==> config.mk <==
export PLATFORM = sky130hd
export DESIGN_NAME = mpeq_sequencer
export DESIGN_NICKNAME = d
export VERILOG_FILES = /design/src/hdl/mpeq_pkg.sv /design/src/hdl/mpeq_sequencer.sv
export SDC_FILE = /design/constraint.sdc
export NUM_CORES = 1
export LEC_CHECK = 0
export ABC_AREA = 1
export ABC_CLOCK_PERIOD_IN_PS = 1500
export BUFFER_PORTS_ARGS = -buffer_cell sky130_fd_sc_hd__buf_2
export CORE_AREA = 5 5 42 44
export DETAILED_ROUTE_END_ITERATION = 16
export DIE_AREA = 0 0 47 49
export GPL_ROUTABILITY_DRIVEN = 0
export PLACE_DENSITY = 0.68
export SLEW_MARGIN = 20
export SYNTH_ARGS = -nofsm -noshare
export SYNTH_HDL_FRONTEND = slang
export SYNTH_SLANG_ARGS = --single-unit
==> constraint.sdc <==
create_clock -name i_clk -period 1.5 [get_ports i_clk]
set_clock_uncertainty 0.05 [all_clocks]
set_input_delay 0.3 -clock i_clk [delete_from_list [all_inputs] [get_ports i_clk]]
set_output_delay 0.3 -clock i_clk [all_outputs]
set_load 0.02 [all_outputs]
==> src/hdl/mpeq_pkg.sv <==
// shared types, codes and control store for the matrix product element query block
`timescale 1ns / 1ps

package mpeq_pkg;

    localparam int STEP_W = 4;

    // request types
    localparam logic [1:0] REQ_WR_A = 2'd0;
    localparam logic [1:0] REQ_WR_B = 2'd1;
    localparam logic [1:0] REQ_RD   = 2'd2;

    // configuration register indexes
    localparam logic [1:0] CFG_ROWS_A    = 2'd0;
    localparam logic [1:0] CFG_INNER_DIM = 2'd1;
    localparam logic [1:0] CFG_COLS_B    = 2'd2;

    localparam logic [4:0] CFG_RESET = 5'd2;

    // program steps
    localparam logic [STEP_W-1:0] ST_FETCH  = 4'd0;
    localparam logic [STEP_W-1:0] ST_DECODE = 4'd1;
    localparam logic [STEP_W-1:0] ST_WR_A   = 4'd2;
    localparam logic [STEP_W-1:0] ST_WR_B   = 4'd3;
    localparam logic [STEP_W-1:0] ST_CLR    = 4'd4;
    localparam logic [STEP_W-1:0] ST_MAC    = 4'd5;
    localparam logic [STEP_W-1:0] ST_DRAIN1 = 4'd6;
    localparam logic [STEP_W-1:0] ST_DRAIN2 = 4'd7;
    localparam logic [STEP_W-1:0] ST_RES    = 4'd8;
    localparam logic [STEP_W-1:0] ST_ERR    = 4'd9;

    // jump conditions
    localparam logic [1:0] JC_NEXT     = 2'd0;
    localparam logic [1:0] JC_GOTO     = 2'd1;
    localparam logic [1:0] JC_DISPATCH = 2'd2;
    localparam logic [1:0] JC_LOOP     = 2'd3;

    typedef struct packed {
        logic [1:0]        req_type;
        logic [3:0]        row_index;
        logic [3:0]        col_index;
        logic signed [15:0] element_value;
    } t_req;

    typedef struct packed {
        logic signed [35:0] product_value;
        logic               index_error;
    } t_res;

    typedef struct packed {
        logic              wait_in;
        logic              wait_out;
        logic              accept;
        logic              wr_a;
        logic              wr_b;
        logic              clr;
        logic              issue;
        logic              ld_res;
        logic              ld_err;
        logic [1:0]        jc;
        logic [STEP_W-1:0] target;
    } t_uword;

    typedef struct packed {
        logic accept;
        logic wr_a;
        logic wr_b;
        logic clr;
        logic issue;
        logic ld_res;
        logic ld_err;
    } t_ctrl;

    typedef struct packed {
        logic [1:0] req_type;
        logic       rd_ok;
        logic       k_last;
        logic       out_busy;
    } t_stat;

    function automatic t_uword ucode(input logic [STEP_W-1:0] step);
        t_uword w;
        w = '0;
        unique case (step)
            ST_FETCH: begin
                w.wait_in = 1'b1;
                w.accept  = 1'b1;
                w.jc      = JC_NEXT;
            end
            ST_DECODE: begin
                w.jc = JC_DISPATCH;
            end
            ST_WR_A: begin
                w.wr_a   = 1'b1;
                w.jc     = JC_GOTO;
                w.target = ST_FETCH;
            end
            ST_WR_B: begin
                w.wr_b   = 1'b1;
                w.jc     = JC_GOTO;
                w.target = ST_FETCH;
            end
            ST_CLR: begin
                w.clr = 1'b1;
                w.jc  = JC_NEXT;
            end
            ST_MAC: begin
                w.issue  = 1'b1;
                w.jc     = JC_LOOP;
                w.target = ST_MAC;
            end
            ST_DRAIN1: begin
                w.jc = JC_NEXT;
            end
            ST_DRAIN2: begin
                w.jc = JC_NEXT;
            end
            ST_RES: begin
                w.wait_out = 1'b1;
                w.ld_res   = 1'b1;
                w.jc       = JC_GOTO;
                w.target   = ST_FETCH;
            end
            ST_ERR: begin
                w.wait_out = 1'b1;
                w.ld_err   = 1'b1;
                w.jc       = JC_GOTO;
                w.target   = ST_FETCH;
            end
            default: begin
                w.jc     = JC_GOTO;
                w.target = ST_FETCH;
            end
        endcase
        return w;
    endfunction

endpackage

==> src/hdl/mpeq_sequencer.sv <==
// step counter, control store lookup and jump logic
`timescale 1ns / 1ps

module mpeq_sequencer (
    input  logic              i_clk,
    input  logic              i_rst_n,
    input  logic              i_in_valid,
    input  mpeq_pkg::t_stat   i_stat,
    output logic              o_in_ready,
    output mpeq_pkg::t_ctrl   o_ctrl
);

    logic [mpeq_pkg::STEP_W-1:0] r_pc;
    logic [mpeq_pkg::STEP_W-1:0] n_pc;
    logic [mpeq_pkg::STEP_W-1:0] dispatch;
    mpeq_pkg::t_uword            uw;
    logic                        stall;

    assign uw    = mpeq_pkg::ucode(r_pc);
    assign stall = (uw.wait_in && !i_in_valid) || (uw.wait_out && i_stat.out_busy);

    assign o_in_ready = uw.accept;

    assign o_ctrl.accept = uw.accept & ~stall;
    assign o_ctrl.wr_a   = uw.wr_a & ~stall;
    assign o_ctrl.wr_b   = uw.wr_b & ~stall;
    assign o_ctrl.clr    = uw.clr & ~stall;
    assign o_ctrl.issue  = uw.issue & ~stall;
    assign o_ctrl.ld_res = uw.ld_res & ~stall;
    assign o_ctrl.ld_err = uw.ld_err & ~stall;

    always_comb begin
        unique case (i_stat.req_type)
            mpeq_pkg::REQ_WR_A: dispatch = mpeq_pkg::ST_WR_A;
            mpeq_pkg::REQ_WR_B: dispatch = mpeq_pkg::ST_WR_B;
            mpeq_pkg::REQ_RD:   dispatch = i_stat.rd_ok ? mpeq_pkg::ST_CLR : mpeq_pkg::ST_ERR;
            default:            dispatch = mpeq_pkg::ST_FETCH;
        endcase
    end

    always_comb begin
        n_pc = r_pc;
        if (!stall) begin
            unique case (uw.jc)
                mpeq_pkg::JC_NEXT:     n_pc = r_pc + 1'b1;
                mpeq_pkg::JC_GOTO:     n_pc = uw.target;
                mpeq_pkg::JC_DISPATCH: n_pc = dispatch;
                mpeq_pkg::JC_LOOP:     n_pc = i_stat.k_last ? r_pc + 1'b1 : uw.target;
                default:               n_pc = mpeq_pkg::ST_FETCH;
            endcase
        end
    end

    always_ff @(posedge i_clk) begin
        if (!i_rst_n) begin
            r_pc <= mpeq_pkg::ST_FETCH;
        end else begin
            r_pc <= n_pc;
        end
    end

endmodule

### After elaboration in Yosys (flattened, before gate mapping)

Cells that the tools add are included.

| storage, ports and cells | value |
|---|---|
| bits in registers | 4 |
| bits in read-only memories | 0 |
| latch bits | 0 |
| bits in writable memories | 0 |
| memories | 0 |
| output and inout bits | 8 |
| word-level logic and storage cells | 47 |

| operators by class | value |
|---|---|
| bitwise logic cells | 8 |
| add/sub/neg operators | 1 |
| divide/modulo/power cells | 0 |
| muxes and demuxes | 14 |
| $mul | 0 |
| reductions and logical operators | 9 |
| magnitude comparators | 0 |
| shift-type cells | 0 |
| equality and inequality tests | 14 |

Operators by type and width:

| cell | count |
|---|---|
| $eq A4 B3 Y1 const B | 4 |
| $pmux W4 S4 | 1 |
| $pmux W4 S3 | 1 |
| $eq A4 B2 Y1 const B | 2 |
| $eq A4 B4 Y1 const B | 2 |
| $mux W1 | 8 |
| $mux W4 | 2 |
| $and A1 B1 Y1 | 7 |
| $eq A2 B2 Y1 const B | 3 |
| $pmux W2 S3 | 1 |
| $add A4 B1 Y4 const B | 1 |
| $eq A2 B1 Y1 const B | 2 |
| $eq A4 B1 Y1 const B | 1 |
| $logic_not A2 Y1 | 2 |
| $logic_not A4 Y1 | 1 |
| $reduce_or A4 Y1 | 1 |
| $mux W3 | 1 |
| $logic_and A1 B1 Y1 | 2 |
| $reduce_or A2 Y1 | 1 |
| $logic_not A1 Y1 | 1 |
| $logic_or A1 B1 Y1 | 1 |
| $not A1 Y1 | 1 |

### Depth between registers and ports, before layout

Gate-level depths: netlist of the first run.

| logic depth | value |
|---|---|
| word-level depth | 7 |
| depth in mapped cells | 10 |
| mapped depth without buffers | 10 |

### Worst setup path after synthesis of the first run

OpenSTA, ideal clock, no wires.

| path | value |
|---|---|
| path kind | register to output |
| start point | reg r_pc[0] (netlist bit) |
| end point | out o_ctrl[0] (netlist bit) |
| setup slack | -0.509 ns |
| arrival time | 1.659 ns |
| cell stages (with the launch flop) | 8 |
| cells stage by stage | dfxtp_1 > inv_1 > ha_1 > nand2_2 > inv_2 > nand2_2 > nand2_4 > nor4_1 |

RTL lines:

| item | line | source |
|---|---|---|
| from (decl) | mpeq_sequencer.sv:13 | `logic [mpeq_pkg::STEP_W-1:0] r_pc;` |
| from (signal assigned) | mpeq_sequencer.sv:56 | `r_pc <= mpeq_pkg::ST_FETCH;` |
| from (signal assigned) | mpeq_sequencer.sv:58 | `r_pc <= n_pc;` |
| to (decl) | mpeq_sequencer.sv:10 | `output mpeq_pkg::t_ctrl o_ctrl` |

==> results of run 1 <==
-- report_power, final --
| group | internal (mW) | switching, mW |
|---|---|---|
| Combinational | 1.04 | 1.16 |
| Sequential | 0.169 | 0.0678 |
| Clock | 0.100 | 0.0533 |
-- synth_stat cells --
| cell type | number | area (um2) |
|---|---|---|
| nand2_1 | 24 | 90.1 |
| nand2_4 | 1 | 11.3 |
| ha_1 | 4 | 50.1 |
| nand2_2 | 5 | 31.3 |
| nand3_2 | 1 | 10.0 |
| inv_1 | 11 | 41.3 |
| nor2_4 | 3 | 33.8 |
| nor4_1 | 1 | 6.26 |
| o21ai_1 | 1 | 5.00 |
| xor2_1 | 2 | 17.5 |
| inv_4 | 1 | 6.26 |
| nand3_1 | 8 | 40.0 |
| nor2_2 | 4 | 25.0 |
| nor2_1 | 12 | 45.0 |
| xnor2_1 | 1 | 8.76 |
| a21oi_2 | 2 | 17.5 |
| buf_6 | 1 | 11.3 |
| dfxtp_1 | 4 | 80.1 |
| nor3_1 | 2 | 10.0 |
| inv_2 | 2 | 7.51 |
-- layer usage --
layer,vias up,global-route usage
met5,-,0
met4,0,0.0922
met3,8,0.0590
met2,26,0.328
met1,344,0.179
li1,360,-
-- worst max-delay path, cell delays in order, from the launching register on --
cell and delay, ps:
dfxtp_4 370, inv_4 40, ha_4 170, inv_4 60
nand2_4 50, nand3_2 80, nand2_4 70, buf_6 130
nor3_4 110, buf_6 140
-- cell families after synthesis --
group	share of synthesized area
AND/OR/NAND/NOR	0.553
buffers and inverters	0.121
adder cells (fa/ha/maj)	0.0913
flip-flops	0.146
AO/OA/AOI/OAI	0.0411
XOR/XNOR	0.0480
-- repair_timing --
item / CTS / global route
setup buffers: 6 / 4
pin swaps: 6 / 8
endpoints found under the setup margin: 7 / 12
gates resized for setup: 30 / 16
-- worst paths after layout --
kind,endpoint,slack (ps),cells past startpoint
worst max register to register,r_pc[2],-50,12
worst min register to register,r_pc[1],550,4
worst min-delay path,r_pc[0],260,3
worst max-delay path,o_ctrl[4],-320,9
-- stage by stage --
step	power (mW)	TNS, ps	utilization	std cells
floorplan	1.29	-149	-	90
global placement	1.79	-346	0.613	136
detailed placement	1.85	-589	0.613	136
CTS	2.34	-1820	0.730	146
global route	2.76	-2650	0.783	148
finish	2.59	-1990	0.783	148
-- area by class of cell --
cell class | instances | area [um2]
fillers | 96 | 304
repair buffers | 39 | 325
flip-flops and latches | 4 | 90.1
well taps | 16 | 20.0
inverters | 14 | 70.1
multi-input cells | 71 | 566
clock buffers | 4 | 26.3
==> impl_results.md, run 1 <==
* Setup violators final at 11
* Synthesized area at approximately 550 um2
* RSZ-0062 raised after global routing: true
* Met3 Routed Length at 95 um
* Max cap viols at 0
* Drt wl/cell at 13.2 um
* Hold_ws at approximately 260 ps
* Top flop regs: r_pc: 4 flops
* Initial Utilization at 0.391
* H-tree Lvls at 1
* Clock buffer depth at 2
* Critical path startpoint: r_pc[0]
* Die area at between 2000 and 2500 um2
* Max FFs per register at 4
* Max_slew headroom at 0.860
* ANT cells at 0
* Core area at 1400 um2
* CTS hold repair buffers at 0
* Vias in the first global route at 698
* Seq/Total Area, Yosys at 0.146
* P per Cell Area at 2360 nW/um2
* Setup ws final at -319 ps
* I/O Buffers at 15
* Die height at 49 um
* Global route overflow at 0
* Commonest non-fill, non-tap cell in the layout: buf_4
* Commonest cells after routing, fill and taps aside: buf_4, nand2_1, buf_6, nor2_4, nor2_1
* TritonCTS Buffers at 3
* Min-delay worst type: in -> reg
* Outcome: finished with violations
* Post-layout min period at 1820 ps
* Largest Register: r_pc
* Reg clk slew, reported paths at about 40 ps
* Cells after synthesis at 90
* Worst endpoint data arrival time at 1470 ps
* Clock sink total at 4
* Global-route wire length before repair at ~3000 um
* Setup crit start kind: flop
* HPWL Detailed at around 1400 um
* Flops & latches, synth at 4
* Global-route usage over all layers at 0.185
* Failing checks: setup timing
* Worst-Margin Slew at approximately 210 ps
* Max Slew Vio Count at 0
* CTS tree: built
* Drc violations at 0
* Peak supply drop at about 0.0013 V
* Worst skew pair latency at approximately 250 ps
* Crit Path Max Fanout at 3
* Worst Path Required at around 1200 ps
* Die Width at around 47 um
* Synth Area per Inst at about 6.1 um2
* Via count at about 740
* Hold Crit Start: i_rst_n
* Leak at ~0.52 nW
* Clk root buf: clkbuf_4
* YS warnings at 0
* Synth unique cells at 20
* DP Area at roughly 860 um2
* DR top layer: met4
* M1 WL at 703 um
* Fin. Hold Viols at 0
* Vias per std cell at around 5
* Num rows at 14
* Number of I/O pins at 16
* First-pass detailed-route iteration total at 4
* Critical Path End Type: primary output
* Initial antenna violation count at 0
* Final period utilization at 1.21
* FF-to-FF Start: r_pc[0]
* First-iteration detailed-routing DRC count at 4
* Fmax at 0.550 GHz
* Post-route design area at around 1100 um2
* DRT antenna net count at 0
* Layout cells sized above 1 at 0.697
* Syn nets at between 100 and 150
* Place WS at -180 ps
* Nets@finish at approximately 150
* Layout area overhead at 100%
* Pin count of the biggest net entering global routing at 7
* Critical path start-end classification: reg -> out
* Routed length on met2 at 1100 um
* Drt total wl at 1960 um
No activity file was read; power rests on OpenSTA's default activity.
==> inputs of run 2 (changes only) <==
--- a/config.mk
+++ b/config.mk
@@ -12,7 +12,7 @@
 export DETAILED_ROUTE_END_ITERATION = 16
 export DIE_AREA = 0 0 47 49
 export GPL_ROUTABILITY_DRIVEN = 0
-export PLACE_DENSITY = 0.68
+export PLACE_DENSITY = 0.79
 export SLEW_MARGIN = 20
 export SYNTH_ARGS = -nofsm -noshare
 export SYNTH_HDL_FRONTEND = slang
==> impl_results.md, run 2 (same netlist as run 1, synthesis figures left out) <==
* ANT cells at 0
* Max FFs per register at 4
* Final period utilization at 1.27
* Nets@finish at 147
* Met2 usage at 0.319
* Die area at between 2000 and 2500 um2
* Critical Path End Type: primary output
* Worst endpoint data arrival time at ~1600 ps
* Peak supply drop at 0.00104 V
* Largest Register: r_pc
* Setup ws final at -409 ps
* Clock buffer depth at 2
* Num rows at 14
* Worst reg2reg path depth at 12
* First-iteration detailed-routing DRC count at 14
* Min-delay worst type: in -> reg
* Initial Utilization at 0.391
* Commonest cells after routing, fill and taps aside: buf_4, nand2_1, nor2_1, nand2_2, buf_6
* Sum Neg Setup Slack at -2000 ps
* Worst skew pair latency at approximately 250 ps
* Layout area overhead at 95.4%
* Reg clk slew, reported paths at around 50 ps
* Hold Path End: r_pc[2]
* FF-to-FF Start: r_pc[1]
* Crit Path Max Fanout at 4
* Max Slew Vio Count at 0
* Crit Reg-Reg Endpoint: r_pc[3]
* Vias in the first global route at 675
* Critical path start-end classification: reg -> out
* Commonest non-fill, non-tap cell in the layout: buf_4
* Post-route design area at roughly 1100 um2
* TritonCTS Buffers at 3
* Fin. Hold Viols at 0
* Number of I/O pins at 16
* Hold_ws at between 200 and 300 ps
* Clock sink total at 4
* First-pass detailed-route iteration total at 3
* Vias per std cell at roughly 4.7
* P per Cell Area at ~2300 nW/um2
* Hold depth at 3
* Max_slew headroom at 0.860
* HPWL Detailed at 1370 um
* Reg2Reg Setup Slack at -30 ps
* M1 GR Usage at 0.177
* Initial antenna violation count at 0
* Setup violators final at 9
* Setup crit start kind: flop
* Overall power at between 2 and 2.5 mW
* Core area at 1400 um2
* CTS tree: built
* RSZ-0062 raised after global routing: true
* Non-Filler Instances at 150
* Layout cells sized above 1 at 0.679
* Clk root buf: clkbuf_4
* DP Area at 862 um2
* Drt wl/cell at ~13 um
* DRT antenna net count at 0
* Die Width at around 47 um
* Die height at approximately 49 um
* Max cap viols at 0
* Pin count of the biggest net entering global routing at 7
* Leak at 0.524 nW
* Worst-Margin Slew at approximately 210 ps
* Global route hottest layer: met2
* Failing checks: setup timing
* Placed cells at between 100 and 150
* Drt total wl at 1990 um
* Via count at 710
* Routing usage on met3 at 0.0111
* Post-layout min period at about 1900 ps
* Drc violations at 0
* Global route overflow at 0
* Global-route usage over all layers at 0.171
* H-tree Lvls at 1
* Hold Crit Start: i_rst_n
* Global-route wire length before repair at roughly 2900 um
* Outcome: finished with violations
* Fmax at between 0.5 and 0.6 GHz
* Top flop regs: r_pc: 4 flops
* Worst Path Required at about 1200 ps
* I/O Buffers at 15
run 2: worst max-delay path by stage:
stage	startpoint	to	cells after the start
6_report	r_pc[1]	o_ctrl[6]	9
4_1_cts	r_pc[0]	o_ctrl[4]	9
3_3_place_gp	r_pc[0]	o_ctrl[0]	8
3_5_place_dp	r_pc[0]	o_ctrl[0]	8
2_1_floorplan	r_pc[1]	o_ctrl[0]	7
5_1_grt	r_pc[0]	o_ctrl[6]	9
run 2: per-layer routing:
metal	up-vias	part of all wire
met5	-	0
met1	336	0.37
met2	8	0.60
met4	0	0.013
met3	2	0.017
li1	364	-
run 2: what timing repair did:
action	in CTS	in global routing
endpoints found under the setup margin	7	12
resized for setup	24	14
cloned	0	0
hold buffers	0	0
buffers inserted	5	5
pin swaps	8	8
run 2: final cells by class:
type                    instances  area, um2
clock buffers                   4       26.3
flip-flops and latches          4       90.1
repair buffers                 41        320
well taps                      16       20.0
inverters                      14       70.1
fillers                        98        330
multi-input cells              71        544
run 2: per-stage QoR:
step,setup slack [ps],utilization
after floorplan,-149,-
after global placement,-98.8,0.615
after detailed placement,-143,0.615
after CTS,-332,0.706
after global routing,-457,0.764
final,-409,0.764
run 2: power breakdown:
| group | total [mW] | switching, mW | leakage (nW) | internal, mW |
|---|---|---|---|---|
| Clock | 0.157 | 0.0562 | 0.0150 | 0.101 |
| Sequential | 0.242 | 0.0724 | 0.0350 | 0.169 |
| Combinational | 2.03 | 1.10 | 0.474 | 0.936 |
| Total | 2.43 | 1.23 | 0.524 | 1.21 |
run 2: worst max-delay path, cell delays in order, from the launching register on:
cell and delay, ps:
dfxtp_2 360, inv_4 60, ha_4 180, inv_4 60, nand2_4 60, nand3_4 90
nand2_4 70, buf_4 160, nor2_2 110, buf_4 160
==> inputs of run 3 (changes only) <==
--- a/config.mk
+++ b/config.mk
@@ -7,12 +7,12 @@
 export LEC_CHECK = 0
 export ABC_AREA = 1
 export ABC_CLOCK_PERIOD_IN_PS = 1500
-export BUFFER_PORTS_ARGS = -buffer_cell sky130_fd_sc_hd__buf_2
 export CORE_AREA = 5 5 42 44
 export DETAILED_ROUTE_END_ITERATION = 16
 export DIE_AREA = 0 0 47 49
+export DONT_BUFFER_PORTS = 1
 export GPL_ROUTABILITY_DRIVEN = 0
-export PLACE_DENSITY = 0.79
+export PLACE_DENSITY = 0.69
 export SLEW_MARGIN = 20
 export SYNTH_ARGS = -nofsm -noshare
 export SYNTH_HDL_FRONTEND = slang
==> impl_results.md, run 3 (same netlist as run 1, synthesis figures left out) <==
* Outcome: finished with violations
* Failing checks: setup timing
* Hold_ws at 110 ps
* Setup crit start kind: flop
* Global-route wire length before repair at 2960 um
* Die Width at 47 um
* Final period utilization at 1.18
* Crit Reg-Reg Endpoint: r_pc[1]
* Global route overflow at 0
* Number of I/O pins at 16
* Post-route design area at 1040 um2
* Max_slew headroom at 0.819
* Max FFs per register at 4
* Setup ws final at -274 ps
* CTS tree: built
* Top delay family on crit path: simple AND/OR/NAND/NOR gates
* Fin. Hold Viols at 0
* Core area at 1400 um2
* Place WS at -110 ps
* Worst endpoint data arrival time at between 1000 and 1500 ps
* Initial antenna violation count at 0
* Pin count of the biggest net entering global routing at 7
* Drt total wl at 1770 um
* Critical path start-end classification: reg -> out
* RSZ-0062 raised after global routing: true
* First-pass detailed-route iteration total at 3
* Layout cells sized above 1 at 0.702
* Peak supply drop at about 0.0012 V
* Worst skew pair latency at around 240 ps
* Max cap viols at 0
* Reg2Reg Setup Slack at -40 ps
* Drc violations at 0
* Worst-Margin Slew at between 200 and 300 ps
* Hold Crit Start: i_rst_n
* Worst Path Required at roughly 1200 ps
* Overall power at roughly 2.5 mW
* Worst Path Buf+Inv at 3
* Max Slew Vio Count at 0
* Num rows at 14
* ANT cells at 0
* TritonCTS Buffers at 3
* FF-to-FF Start: r_pc[0]
* Global-route usage over all layers at 0.176
* Setup violators final at 11
* Slowest-stage cell, CP: dfxtp_4
* Worst reg2reg path depth at 11
* I/O Buffers at 0
* Vias per std cell at about 5
* Clock buffer depth at 2
* Nets@finish at 134
* Fmax at 0.564 GHz
* DP Area at a little over 800 um2
* Commonest non-fill, non-tap cell in the layout: buf_4
* Post-layout util at 0.739
* Worst path max stage delay at 370 ps
* CTS hold repair buffers at 0
* Top flop regs: r_pc: 4 flops
* Crit Path Max Fanout at 4
* Leak at 0.475 nW
* Commonest cells after routing, fill and taps aside: buf_4, nand2_1, nand2_2, nor2_1
* HPWL Detailed at roughly 1400 um
* Vias in the first global route at between 700 and 800
* Die area at 2300 um2
* First-iteration detailed-routing DRC count at 10
* Initial Utilization at 0.391
* Hold Path End: r_pc[0]
* Hold depth at 2
* P per Cell Area at approximately 2400 nW/um2
* Post-layout min period at 1770 ps
* DRT antenna net count at 0
* Cell Chain, Critical Path: inv_4, ha_4, inv_4, nand2_4, nand3_2, nand2_4, buf_6, nor3_4
* Layout area overhead at 89.0%
* Clock sink total at 4
* H-tree Lvls at 1
* Reg clk slew, reported paths at 40 ps
* Die height at around 50 um
* Via count at between 600 and 700
* Clk root buf: clkbuf_4
* Largest Register: r_pc
* Drt wl/cell at between 10 and 15 um
* Min-delay worst type: in -> reg
* Critical Path End Type: primary output
run 3: changes by cell type in the layout (fill, tap and decap cells not counted), moves of 2 or more:
cell | before | now
nor2_4 | 4 | 7
nor2_2 | 6 | 4
inv_1 | 5 | 3
buf_4 | 26 | 20
nand2_2 | 8 | 10
buf_2 | 7 | 0
nand2_1 | 17 | 14
run 3: layout make-up:
cell class	instances	area, um2
multi-input cells	71	578
fillers	102	365
repair buffers	28	249
flip-flops and latches	4	87.6
inverters	14	75.1
clock buffers	4	26.3
well taps	16	20.0
run 3: power by group:
| part | switching [mW] | internal (mW) |
|---|---|---|
| clock network | 0.0490 | 0.100 |
| logic | 1.14 | 0.942 |
| registers | 0.0659 | 0.165 |
| total | 1.25 | 1.21 |
run 3: through the flow:
stage                     cells  setup TNS [ps]
final                       137           -1480
after global routing        137           -2270
after CTS                   138           -1950
after detailed placement    127            -382
after global placement      127            -230
after floorplan              90            -149
run 3: worst max path at each step:
stage,depth (start not counted),start,slack (ps),endpoint
after floorplan,7,r_pc[1],-150,o_ctrl[0]
after global placement,8,r_pc[0],-80,o_ctrl[0]
after detailed placement,8,r_pc[0],-110,o_ctrl[0]
after CTS,8,r_pc[0],-300,o_ctrl[5]
after global routing,10,r_pc[0],-340,o_ctrl[1]
final,8,r_pc[0],-270,o_ctrl[5]
run 3: layer usage:
metal,global-route usage,vias up,wire [um]
met3,0.0590,0,90
li1,-,339,-
met5,0,-,0
met2,0.319,13,1010
met1,0.191,318,670
met4,0.0276,0,0
run 3: repair_timing:
| action | 4_1_cts | 5_1_grt |
|---|---|---|
| endpoints found under the setup margin | 7 | 11 |
| resized for setup | 13 | 29 |
| buffers inserted | 7 | 3 |
| pin swaps | 7 | 11 |
